## src/hdl/bfvd_pkg.sv

```systemverilog
`default_nettype none
// ----------------------------------------------------------------------------
// bfvd_pkg: shared types and constants of the box filter volume downsampler
// Register indexes, controller states, command/status groups and fixed widths.
// ----------------------------------------------------------------------------
package bfvd_pkg;

    // configuration port
    localparam int CFG_ADDR_W = 3;
    localparam int CFG_DATA_W = 10;
    localparam int SRC_REG_W  = 10;
    localparam int DST_REG_W  = 9;

    localparam logic [SRC_REG_W-1:0] SRC_RESET = 10'd512;
    localparam logic [DST_REG_W-1:0] DST_RESET = 9'd256;

    // accumulator and result widths
    localparam int ACC_W  = 48;
    localparam int QUOT_W = ACC_W - 1;
    localparam int IDX_W  = 24;

    // accumulator saturation limits, +-(2^47 - 1)
    localparam logic signed [ACC_W:0] SUM_LIMIT = {2'b00, {(ACC_W-1){1'b1}}};
    localparam logic signed [ACC_W:0] SUM_FLOOR = -SUM_LIMIT;

    typedef enum logic [CFG_ADDR_W-1:0] {
        REG_SRC_X = 3'd0,
        REG_SRC_Y = 3'd1,
        REG_SRC_Z = 3'd2,
        REG_DST_X = 3'd3,
        REG_DST_Y = 3'd4,
        REG_DST_Z = 3'd5
    } reg_index_t;

    typedef enum logic [1:0] {
        DSRC_X   = 2'd0,
        DSRC_Y   = 2'd1,
        DSRC_Z   = 2'd2,
        DSRC_AVG = 2'd3
    } div_src_t;

    typedef enum logic [3:0] {
        ST_FX_GO    = 4'd0,
        ST_FX_WAIT  = 4'd1,
        ST_FY_GO    = 4'd2,
        ST_FY_WAIT  = 4'd3,
        ST_FZ_GO    = 4'd4,
        ST_FZ_WAIT  = 4'd5,
        ST_MUL1     = 4'd6,
        ST_MUL2     = 4'd7,
        ST_IDLE     = 4'd8,
        ST_UPDATE   = 4'd9,
        ST_DIV_WAIT = 4'd10,
        ST_EMIT     = 4'd11
    } state_t;

    typedef struct packed {
        logic     div_start;
        div_src_t div_src;
        logic     load_factor;
        logic     mul_a;
        logic     mul_b;
        logic     accept;
        logic     update;
        logic     load_out;
    } ctrl_cmd_t;

    typedef struct packed {
        logic cfg_hit;
        logic div_done;
        logic emit;
        logic out_free;
    } ctrl_status_t;

endpackage : bfvd_pkg
`default_nettype wire

```

## src/hdl/bfvd_ctrl.sv

```systemverilog
`default_nettype none
// ----------------------------------------------------------------------------
// bfvd_ctrl: sequencer of the downsampler
// Derives factors after reset or a register write, then steps one voxel
// through read, update and, when a block closes, divide and emit.
// ----------------------------------------------------------------------------
module bfvd_ctrl
    import bfvd_pkg::*;
(
    input  wire logic         clk,
    input  wire logic         rst_n,
    input  wire logic         in_valid,
    output logic              in_ready,
    input  wire ctrl_status_t status,
    output ctrl_cmd_t         cmd
);

    state_t state_reg, state_next;

    always_ff @(posedge clk or negedge rst_n)
    begin
        if (!rst_n)
            state_reg <= ST_FX_GO;
        else
            state_reg <= state_next;
    end

    always_comb
    begin
        cmd        = '0;
        state_next = state_reg;
        in_ready   = 1'b0;
        unique case (state_reg)
            ST_FX_GO:
            begin
                cmd.div_start = 1'b1;
                cmd.div_src   = DSRC_X;
                state_next    = ST_FX_WAIT;
            end
            ST_FX_WAIT:
            begin
                cmd.div_src = DSRC_X;
                if (status.div_done)
                begin
                    cmd.load_factor = 1'b1;
                    state_next      = ST_FY_GO;
                end
            end
            ST_FY_GO:
            begin
                cmd.div_start = 1'b1;
                cmd.div_src   = DSRC_Y;
                state_next    = ST_FY_WAIT;
            end
            ST_FY_WAIT:
            begin
                cmd.div_src = DSRC_Y;
                if (status.div_done)
                begin
                    cmd.load_factor = 1'b1;
                    state_next      = ST_FZ_GO;
                end
            end
            ST_FZ_GO:
            begin
                cmd.div_start = 1'b1;
                cmd.div_src   = DSRC_Z;
                state_next    = ST_FZ_WAIT;
            end
            ST_FZ_WAIT:
            begin
                cmd.div_src = DSRC_Z;
                if (status.div_done)
                begin
                    cmd.load_factor = 1'b1;
                    state_next      = ST_MUL1;
                end
            end
            ST_MUL1:
            begin
                cmd.mul_a  = 1'b1;
                state_next = ST_MUL2;
            end
            ST_MUL2:
            begin
                cmd.mul_b  = 1'b1;
                state_next = ST_IDLE;
            end
            ST_IDLE:
            begin
                in_ready = 1'b1;
                if (in_valid)
                begin
                    cmd.accept = 1'b1;
                    state_next = ST_UPDATE;
                end
            end
            ST_UPDATE:
            begin
                cmd.update  = 1'b1;
                cmd.div_src = DSRC_AVG;
                if (status.emit)
                begin
                    cmd.div_start = 1'b1;
                    state_next    = ST_DIV_WAIT;
                end
                else
                begin
                    state_next = ST_IDLE;
                end
            end
            ST_DIV_WAIT:
            begin
                cmd.div_src = DSRC_AVG;
                if (status.div_done)
                    state_next = ST_EMIT;
            end
            ST_EMIT:
            begin
                cmd.div_src = DSRC_AVG;
                if (status.out_free)
                begin
                    cmd.load_out = 1'b1;
                    state_next   = ST_IDLE;
                end
            end
            default:
            begin
                state_next = ST_FX_GO;
            end
        endcase
        // any register write restarts the volume and re-derives the factors
        if (status.cfg_hit)
            state_next = ST_FX_GO;
    end

endmodule : bfvd_ctrl
`default_nettype wire

```

## config.mk

```make
export PLATFORM = sky130hd
export DESIGN_NAME = bfvd_ctrl
export DESIGN_NICKNAME = d
export VERILOG_FILES = /design/src/hdl/bfvd_pkg.sv /design/src/hdl/bfvd_ctrl.sv
export SDC_FILE = /design/constraint.sdc
export NUM_CORES = 1
export LEC_CHECK = 0
export CAP_MARGIN = 40
export CELL_PAD_IN_SITES_DETAIL_PLACEMENT = 1
export CELL_PAD_IN_SITES_GLOBAL_PLACEMENT = 2
export CORE_AREA = 2 2 39 41
export DETAILED_ROUTE_END_ITERATION = 10
export DIE_AREA = 0 0 41 43
export DONT_BUFFER_PORTS = 1
export MAX_ROUTING_LAYER = met4
export PLACE_DENSITY = 0.64
export SYNTH_ARGS = -nofsm -noshare
export SYNTH_HDL_FRONTEND = slang
export SYNTH_SLANG_ARGS = --single-unit
```

## constraint.sdc

```tcl
create_clock -name clk -period 2.2 [get_ports clk]
set_input_delay 0.33 -clock clk [delete_from_list [all_inputs] [get_ports clk]]
set_output_delay 0.33 -clock clk [all_outputs]
set_load 0.01 [all_outputs]
```

==> flow_summary.yaml, run 1 <==
status:
  status: "complete, no violations"
synthesis:
  synth_adder_area_share: 0
  ys_warn_count: 0
  synth_cell_types: 24
  synth_top_area_frac: 0.2614
  synth-simple-area-share: 0.3562
  synthMuxAreaShare: 0.02614
  synthTopCellsByArea: "dfrtp_1 (26%), a2111oi_4 (7.2%), nor2_1 (6.9%)"
  synthTopCellsByCount: "nor2_1 (7), buf_2 (4), dfrtp_1 (4)"
  synth_top_family_by_area: "simple AND/OR/NAND/NOR gates"
  seq_area_frac_synth: 0.2614
  syn_area_sq_um: 382.9
  synth_fp_nets: 53
  synth-async-reset-ratio: 1.000
  postSynthAreaPerCell_sq_um: 8.323
  synth_seq_cells: 4
  synth_top_area_cell: "dfrtp_1"
  synth_edf_count: 0
  synthXorXnorAreaFrac: 0
  synthFlopType: "dfrtp_1"
  synth.most_common_cell: "nor2_1"
  syn_inst: 46
  synth-compound-area-share: 0.3039
pwr:
  vdd_drop_max_mv: 0.2115
  p_total_uw: 211.4
  leakagePower_nw: 0.1493
  powerDensity_mw_per_mm2: 508.9
detailed_routing:
  wirelength_met1_microns: 462
  drtIter0Drc: 4
  met3WireLength_microns: 61
  via_per_inst: 5.726
  drt-total-wl_microns: 987
  firstDrtPassIters: 3
  drc: 0
  postRouteAntennaNets: 0
  wl_met2_microns: 447
  top_layer_used: "met4"
  wl_per_cell_microns: 15.92
  routed-via-count: 355
die:
  dieArea_sq_mm: 0.001763
  ioPinCount: 17
  fp.dieH_microns: 43
  initial_core_util: 0.2767
  die_w_microns: 41
  fp-row-count: 14
  core-area_sq_mm: 0.001384
setup_path:
  ff2ff_setup_slack_ns: 0.65
  worst-path-buf-inv: 0
  worstPathMaxFanout: 14
  path_class: "reg -> out"
  cp_data_arrival_time_ns: 1.60
  crit_chain: "nand2b_4, nor3_1, and2_1"
  end_kind: "output port"
  critPathRequiredTime_ns: 1.87
  worst_path_dominant_cell_family: "simple AND/OR/NAND/NOR gates"
  critPathMaxStageDelay_ns: 0.64
  start_kind: "flip-flop"
  slowest_stage: "dfrtp_1"
hold_path:
  hp-class: "in -> reg"
clock_tree:
  clk_latency_ns: 0.23
  cts-buffers-inserted: 3
  cts_tree: "yes"
  cts_setup_buffers: 0
  cts_resized: 0
  cts-root-buf: "clkbuf_4"
  cts_sinks: 4
  path_clk_slew_ns: 0.03
  htree_levels: 1
  cts_buffer_depth: 2
placement:
  hpwl_microns: 718.2
  portBuffers: 0
  routabilityCongestion: 0.6609
  pre_cts_ws_ns: 0.4921
  placed_area_sq_um: 382.9
  dp.cells: 58
finish:
  diodes: 0
  fin_nets: 55
  post_route_cells_drive_above_1_share: 0.1087
  fin_cells: 62
  area_growth_pct: 8.497
  design_area_sq_um: 415.4
  final_util: 0.3002
  largest_register_ffs: 4
global_routing:
  grt_usage: 0.1241
  grt_pass1_vias: 329
  grt_overflow: 0
  grt_max_degree: 16
  antenna_found_initial: 0
  grt_pass1_wl_microns: 1414
sta:
  worstMarginPinSlew_ns: 0.4954
  maxSlewViolCount: 0
  clock_skew_ns: 0.001841
  fmaxAchievable_ghz: 0.5176
  setup_ws_ns: 0.2679
  finalSetupViolations: 0
  min_period_ns: 1.932
  timing.hold.ws_ns: 0.1627
  fin_crit_sh: 0.8782
  tns_ns: 0
  hold_violations: 0
  rsz0062_at_grt: "false"
  maxSlewHeadroom: 0.6697
job:
  maxCapViolations: 0
[cells in the final DEF (no fill, tap or decap)]
cell and n:
nor2_1 7, dfrtp_1 4, nand2b_1 3, nand2_1 3, a21oi_1 3, clkbuf_4 3, nor3_1 2, o22ai_1 2
nand3_1 2, o21a_1 2, nand2b_4 1, o22a_1 1, o32ai_1 1, nor3b_1 1, and2_1 1, nand3b_1 1
and4b_1 1, nor2b_1 1, a2111oi_0 1, nor4b_1 1, a211o_1 1, mux2i_1 1, o221a_1 1, a2111oi_4 1
dlygate4sd3_1 1
[cells by family (layout without fill, tap and decap cells)]
kind of cell / count (synthesis) / after routing
and+or+nand+nor: 24 / 24
AOI/OAI and AO/OA: 13 / 13
DFF: 4 / 4
buffers and inverters: 4 / 4
muxes: 1 / 1
[final timing paths]
| kind | start | endpoint | cells after the start |
|---|---|---|---|
| hold reg to reg | state_reg[2]$_DFFE_PN0P_ | state_reg[0]$_DFFE_PN0P_ | 1 |
| max in group asynchronous | rst_n | state_reg[0]$_DFFE_PN0P_ | 1 |
| min in group asynchronous | rst_n | state_reg[1]$_DFFE_PN0P_ | 1 |
| hold / removal | status[3] | state_reg[3]$_DFFE_PN0P_ | 1 |
| setup / recovery | state_reg[3]$_DFFE_PN0P_ | cmd[2] | 3 |
| setup reg to reg | state_reg[0]$_DFFE_PN0P_ | state_reg[0]$_DFFE_PN0P_ | 3 |
[metal layers]
| metal | GRT usage | up-vias |
|---|---|---|
| met1 | 0.1536 | 171 |
| met5 | - | - |
| li1 | - | 171 |
| met2 | 0.1688 | 11 |
| met4 | 0.08000 | 0 |
| met3 | 0.03665 | 2 |
[final cells by class]
type | count | area, sq um
fill | 177 | 968.4
tap | 16 | 20.02
clock buffer | 3 | 22.52
sequential | 4 | 100.1
timing repair buffer | 1 | 10.01
multi-input combinational | 38 | 262.8
[worst register-to-register path, cell delays in order (launching register included)]
cell	delay, ns
dfrtp_1	0.62
nand2_1	0.23
o221a_1	0.33
a2111oi_4	0.26
[what timing repair did]
item | CTS | global route
hold buffers | 1 | 0
endpoints found under the setup margin | 0 | 0
endpoints found under the hold margin | 4 | 0
[where the power goes]
part,switching (mW),total [mW],internal (mW)
Clock,0.0274,0.0882,0.0608
Sequential,0.0143,0.0916,0.0773
Combinational,0.0155,0.0316,0.0161
(Power assumes the default switching activity.)
==> inputs of run 2 (changes only) <==
Settings changed: ABC_AREA set to 1, CORE_AREA 2 2 39 41 to not set, CORE_MARGIN set to 2, CORE_UTILIZATION set to 25, DIE_AREA 0 0 41 43 to not set, HOLD_SLACK_MARGIN set to 0.08, PLACE_DENSITY 0.64 to 0.63.
Clock period 2.2 ns to 1.6 ns, I/O delays scaled along.
==> run 2 against run 1 <==
Effect of this change: clock skew is 0.0028 ns higher; sequential share of layout area is 2.1 points lower; synthesized cell count up 39%; non-clock buffer count grew 1; via count up 19%; global-route usage rose by 0.51 points; combinational power grew to 3.3 times the previous value; design area is 12% higher; critical path type unchanged; largest power group unchanged; highest routed layer unchanged.
==> flow_summary.yaml, run 2 <==
finish:
  final_cell_mix: "nand2_1 (11), nor2_1 (8), nand3_1 (8)"
  fin_nets: 76
  diodes: 0
  largest_register_ffs: 4
  final_util: 0.3054
  design_area_sq_um: 465.4
  layout_commonest_cell: "nand2_1"
  fillers: 207
  area_growth_pct: 13.76
  post_route_cells_drive_above_1_share: 0.3433
synthesis:
  synth_top_area_cell: "dfrtp_1"
  syn_inst: 64
  synth_seq_cells: 4
  seq_area_frac_synth: 0.2446
  synth_cell_types: 19
  postSynthAreaPerCell_sq_um: 6.393
  synthTopCellsByArea: "dfrtp_1 (24%), nand2_1 (10%), nand3_1 (9.8%)"
  synth_edf_count: 0
  synth_top_area_frac: 0.2446
  syn_area_sq_um: 409.1
  ys_warn_count: 0
  synth.most_common_cell: "nand2_1"
  synthTopCellsByCount: "nand2_1 (11), nand3_1 (8), nor2_1 (8), inv_2 (7), nor3_1 (5)"
  synthFlopType: "dfrtp_1"
  synth_fp_nets: 71
  synth-async-reset-ratio: 1.000
global_routing:
  antenna_found_initial: 0
  grt_overflow: 0
  grt_max_degree: 11
  grt_pass1_wl_microns: 1780
  grt_pass1_vias: 422
  grt_usage: 0.1292
die:
  core-area_sq_mm: 0.001524
  fp-row-count: 14
  die_w_microns: 44.46
  ioPinCount: 17
  dieArea_sq_mm: 0.001976
  initial_core_util: 0.2685
  fp.dieH_microns: 44.46
pwr:
  powerDensity_mw_per_mm2: 796.2
  p_total_uw: 370.6
  leakagePower_nw: 0.2218
  vdd_drop_max_mv: 0.2192
detailed_routing:
  drtIter0Drc: 2
  firstDrtPassIters: 3
  postRouteAntennaNets: 0
  wl_met2_microns: 482
  wirelength_met1_microns: 484
  drc: 0
  via_per_inst: 5.084
  wl_per_cell_microns: 12.67
  drt-total-wl_microns: 1052
  met3WireLength_microns: 63
  top_layer_used: "met4"
  routed-via-count: 422
sta:
  fmaxAchievable_ghz: 0.6530
  rsz0062_at_grt: "false"
  timing.hold.ws_ns: 0.1944
  finalSetupViolations: 0
  min_period_ns: 1.531
  tns_ns: 0
  hold_violations: 0
  fin_crit_sh: 0.9571
  worstMarginPinSlew_ns: 0.3558
  clock_skew_ns: 0.004653
  maxSlewHeadroom: 0.7610
  maxSlewViolCount: 0
placement:
  placed_area_sq_um: 410.4
  portBuffers: 0
  routabilityCongestion: 0.7186
  hpwl_microns: 838.1
setup_path:
  critPathRequiredTime_ns: 1.36
  end_kind: "output port"
  ff2ff_setup_slack_ns: 0.42
  timing.rr.start: "state_reg[1]$_DFFE_PN0P_"
  r2r_end: "state_reg[1]$_DFFE_PN0P_"
  path_class: "reg -> out"
  worstPathMaxFanout: 7
  ff2ff_path_depth: 8
  cp_data_arrival_time_ns: 1.29
  start_kind: "flip-flop"
hold_path:
  holdPathEnd: "state_reg[0]$_DFFE_PN0P_"
  hold_start: "status[3]"
  hold_depth: 3
  hp-class: "in -> reg"
clock_tree:
  cts_sinks: 4
  cts_setup_buffers: 0
  cts-root-buf: "clkbuf_4"
  path_clk_slew_ns: 0.04
  clk_latency_ns: 0.24
  htree_levels: 1
  cts_buffer_depth: 2
  cts-buffers-inserted: 3
  cts_tree: "yes"
job:
  maxCapViolations: 0
status:
  status: "complete, no violations"
==> run 2: cell count changes after synthesis, moves of 3 or more <==
cell | previous run | this run
nand2_1 | 3 | 11
nand2_2 | 0 | 3
nand2b_1 | 3 | 0
inv_2 | 0 | 7
nor3_1 | 2 | 5
nand4_1 | 0 | 3
inv_1 | 0 | 3
buf_2 | 4 | 0
nand3_1 | 2 | 8
==> run 2: worst max-delay path, stage by stage (launching register included) <==
cell,delay (ns)
dfrtp_1,0.44
nor2_4,0.23
inv_2,0.09
nor3_1,0.30
==> run 2: layer usage <==
metal	up-vias	global-route usage
li1	214	-
met1	196	0.1588
met2	10	0.1971
met3	2	0.01224
met4	0	0.09091
met5	-	-
==> run 2: repair_timing <==
item | 4_1_cts | 5_1_grt
hold buffers | 2 | 0
resized for setup | 1 | 3
setup endpoints to repair | 1 | 5
hold endpoints to repair | 5 | 0
==> run 2: cell families (layout without fill, tap and decap cells) <==
kind of cell	after synthesis	in the layout	share of synthesized area
flip-flops	4	4	0.2447
buffers and inverters	13	16	0.1468
AND/OR/NAND/NOR	44	44	0.5719
AO/OA/AOI/OAI	3	3	0.03666
==> run 2: worst max path at each step <==
stage,from,to,slack (ns),depth (start not counted)
after floorplan,state_reg[0]$_DFFE_PN0P_,cmd[2],0.36,4
after global placement,state_reg[0]$_DFFE_PN0P_,cmd[2],0.22,3
after detailed placement,state_reg[1]$_DFFE_PN0P_,cmd[2],0.24,3
after CTS,state_reg[1]$_DFFE_PN0P_,cmd[0],0.04,2
after global routing,state_reg[2]$_DFFE_PN0P_,cmd[1],0.005,3
final,state_reg[2]$_DFFE_PN0P_,cmd[1],0.07,3
==> run 2: final cells by class <==
cell class              count  area, sq um  area share
repair buffers              2        20.02     0.04301
inverters                  11        41.29     0.08871
clock buffers               3        22.52     0.04839
well taps                  16        20.02     0.04301
multi-input cells          47        259.0      0.5565
flip-flops and latches      4        102.6      0.2204
==> run 2: stage by stage <==
| stage | worst slack [ns] | std cells |
|---|---|---|
| final | 0.06856 | 83 |
| after global routing | 0.005144 | 83 |
| after floorplan | 0.3556 | 64 |
| after detailed placement | 0.2351 | 78 |
| after CTS | 0.04362 | 83 |
| after global placement | 0.2218 | 78 |
==> run 2: power breakdown <==
group | switching [mW] | total [mW] | internal [mW] | leakage (nW)
Clock | 0.0443 | 0.128 | 0.0841 | 0.0138
Sequential | 0.0270 | 0.139 | 0.112 | 0.0509
Combinational | 0.0687 | 0.103 | 0.0342 | 0.157
==> inputs of run 3 (changes only) <==
==> constraint.sdc (replaced) <==
create_clock -name clk -period 1.6 [get_ports clk]
set_input_delay 0.32 -clock clk [delete_from_list [all_inputs] [get_ports clk]]
set_output_delay 0.32 -clock clk [all_outputs]
set_load 0.01 [all_outputs]
==> run 3 against run 2 <==
Effect of this change: sequential power about the same; largest cell class unchanged; clock skew down 0.0018 ns; flip-flop and latch count unchanged; clock-buffer cell count unchanged; critical path depth unchanged; combinational power up 17%; wire length up 4.8%; worst hold slack worse by 0.034 ns; global-route usage up 0.24 points; cell count unchanged.
==> flow_summary.yaml, run 3 (same netlist as run 2, synthesis figures left out) <==
status:
  status: "complete, no violations"
clock_tree:
  cts_tree: "yes"
  cts_buffer_depth: 2
  clk_latency_ns: 0.23
  cts-buffers-inserted: 3
  cts_sinks: 4
  htree_levels: 1
  path_clk_slew_ns: 0.04
  cts-root-buf: "clkbuf_4"
pwr:
  p_total_uw: 378.4
  leakagePower_nw: 0.2340
  swShare: 0.3816
  vdd_drop_max_mv: 0.1556
  p_comb_frac: 0.317
  pwr-share-seq: 0.360
  p_int_uw: 234.0
  clockPowerShare: 0.322
  power_switching_uw: 144.4
  powerDensity_mw_per_mm2: 773.4
detailed_routing:
  routed-via-count: 416
  firstDrtPassIters: 4
  via_per_inst: 5.012
  drc: 0
  wl_per_cell_microns: 13.29
  drtIter0Drc: 2
  postRouteAntennaNets: 0
  drt-total-wl_microns: 1103
placement:
  placed_area_sq_um: 417.9
  portBuffers: 0
  hpwl_microns: 885.6
  pre_cts_ws_ns: 0.1626
  routabilityCongestion: 0.7278
global_routing:
  grt_overflow: 0
  grt_max_degree: 11
  grt_pass1_wl_microns: 1856
  antenna_found_initial: 0
  grt_usage: 0.1316
  grt_pass1_vias: 417
die:
  fp-row-count: 14
  core-area_sq_mm: 0.001524
  ioPinCount: 17
  initial_core_util: 0.2685
  dieArea_sq_mm: 0.001976
  fp.dieH_microns: 44.46
  die_w_microns: 44.46
setup_path:
  cp_data_arrival_time_ns: 1.20
  r2r_end: "state_reg[1]$_DFFE_PN0P_"
  path_class: "reg -> out"
  startpoint: "state_reg[1]$_DFFE_PN0P_"
  critPathRequiredTime_ns: 1.28
  crit_end: "cmd[2]"
  worstPathMaxFanout: 10
  ff2ff_path_depth: 8
  timing.rr.start: "state_reg[0]$_DFFE_PN0P_"
  start_kind: "flip-flop"
  ff2ff_setup_slack_ns: 0.36
  end_kind: "output port"
hold_path:
  hp-class: "in -> reg"
sta:
  setup_ws_ns: 0.07514
  min_period_ns: 1.525
  worstMarginPinSlew_ns: 0.2439
  maxSlewHeadroom: 0.8370
  hold_violations: 0
  fin_crit_sh: 0.9530
  finalSetupViolations: 0
  rsz0062_at_grt: "true"
  timing.hold.ws_ns: 0.1604
  maxSlewViolCount: 0
  clock_skew_ns: 0.002806
  fmaxAchievable_ghz: 0.6558
finish:
  area_growth_pct: 19.57
  diodes: 0
  post_route_cells_drive_above_1_share: 0.4328
  design_area_sq_um: 489.2
  fin_nets: 76
  final_util: 0.3210
  final_cell_mix: "nand2_1 (11), nand3_1 (8), inv_2 (7)"
  layout_commonest_cell: "nand2_1"
  largest_register_ffs: 4
job:
  maxCapViolations: 0
## run 3: power groups by stage
stage / logic (mW) / registers, mW / clock network [mW]
after floorplan: 0.109 / 0.117 / 0
after global placement: 0.110 / 0.134 / 0
after detailed placement: 0.107 / 0.134 / 0
after CTS: 0.114 / 0.134 / 0.128
after global routing: 0.136 / 0.138 / 0.137
final: 0.120 / 0.136 / 0.122
## run 3: how the worst min path moves through the flow
stage / depth (start not counted) / endpoint / start / slack, ns
3_3_place_gp: 0 / state_reg[1]$_DFFE_PN0P_ / rst_n / 0.02
3_5_place_dp: 0 / state_reg[1]$_DFFE_PN0P_ / rst_n / 0.02
6_report: 1 / state_reg[3]$_DFFE_PN0P_ / status[3] / 0.16
5_1_grt: 1 / state_reg[3]$_DFFE_PN0P_ / status[3] / 0.15
2_1_floorplan: 0 / state_reg[0]$_DFFE_PN0P_ / rst_n / 0.02
4_1_cts: 1 / state_reg[3]$_DFFE_PN0P_ / status[3] / 0.15
## run 3: final cells by class
cell class / count / area [sq um]
Fill cell: 204 / 1035
Multi-Input combinational cell: 47 / 286.5
Sequential cell: 4 / 101.3
Inverter: 11 / 41.29
Clock buffer: 3 / 22.52
Tap cell: 16 / 20.02
Timing Repair Buffer: 2 / 17.52
## run 3: repair_timing
| action | CTS | global route |
|---|---|---|
| resized for setup | 4 | 6 |
| setup endpoints to repair | 3 | 5 |
| hold endpoints to repair | 4 | 0 |
| buffers inserted | 0 | 0 |
| hold buffers | 1 | 0 |
| pin swaps | 0 | 1 |
## run 3: through the flow
stage	setup TNS [ns]	instances
final	0	83
after global routing	-0.04670	83
after CTS	0	83
after detailed placement	0	79
after global placement	0	79
after floorplan	0	64
## run 3: worst max-delay path, stage by stage (launching register included)
cell	delay (ns)
dfrtp_2	0.49
nor2_2	0.13
inv_1	0.10
nor3_2	0.24
## run 3: per-layer routing
layer | vias to the layer above | track usage | wire length (microns)
li1 | 213 | - | -
met1 | 195 | 0.1753 | 531
met2 | 8 | 0.1912 | 525
met3 | 0 | 0.01633 | 46
met4 | 0 | 0.07273 | 0
met5 | - | - | 0
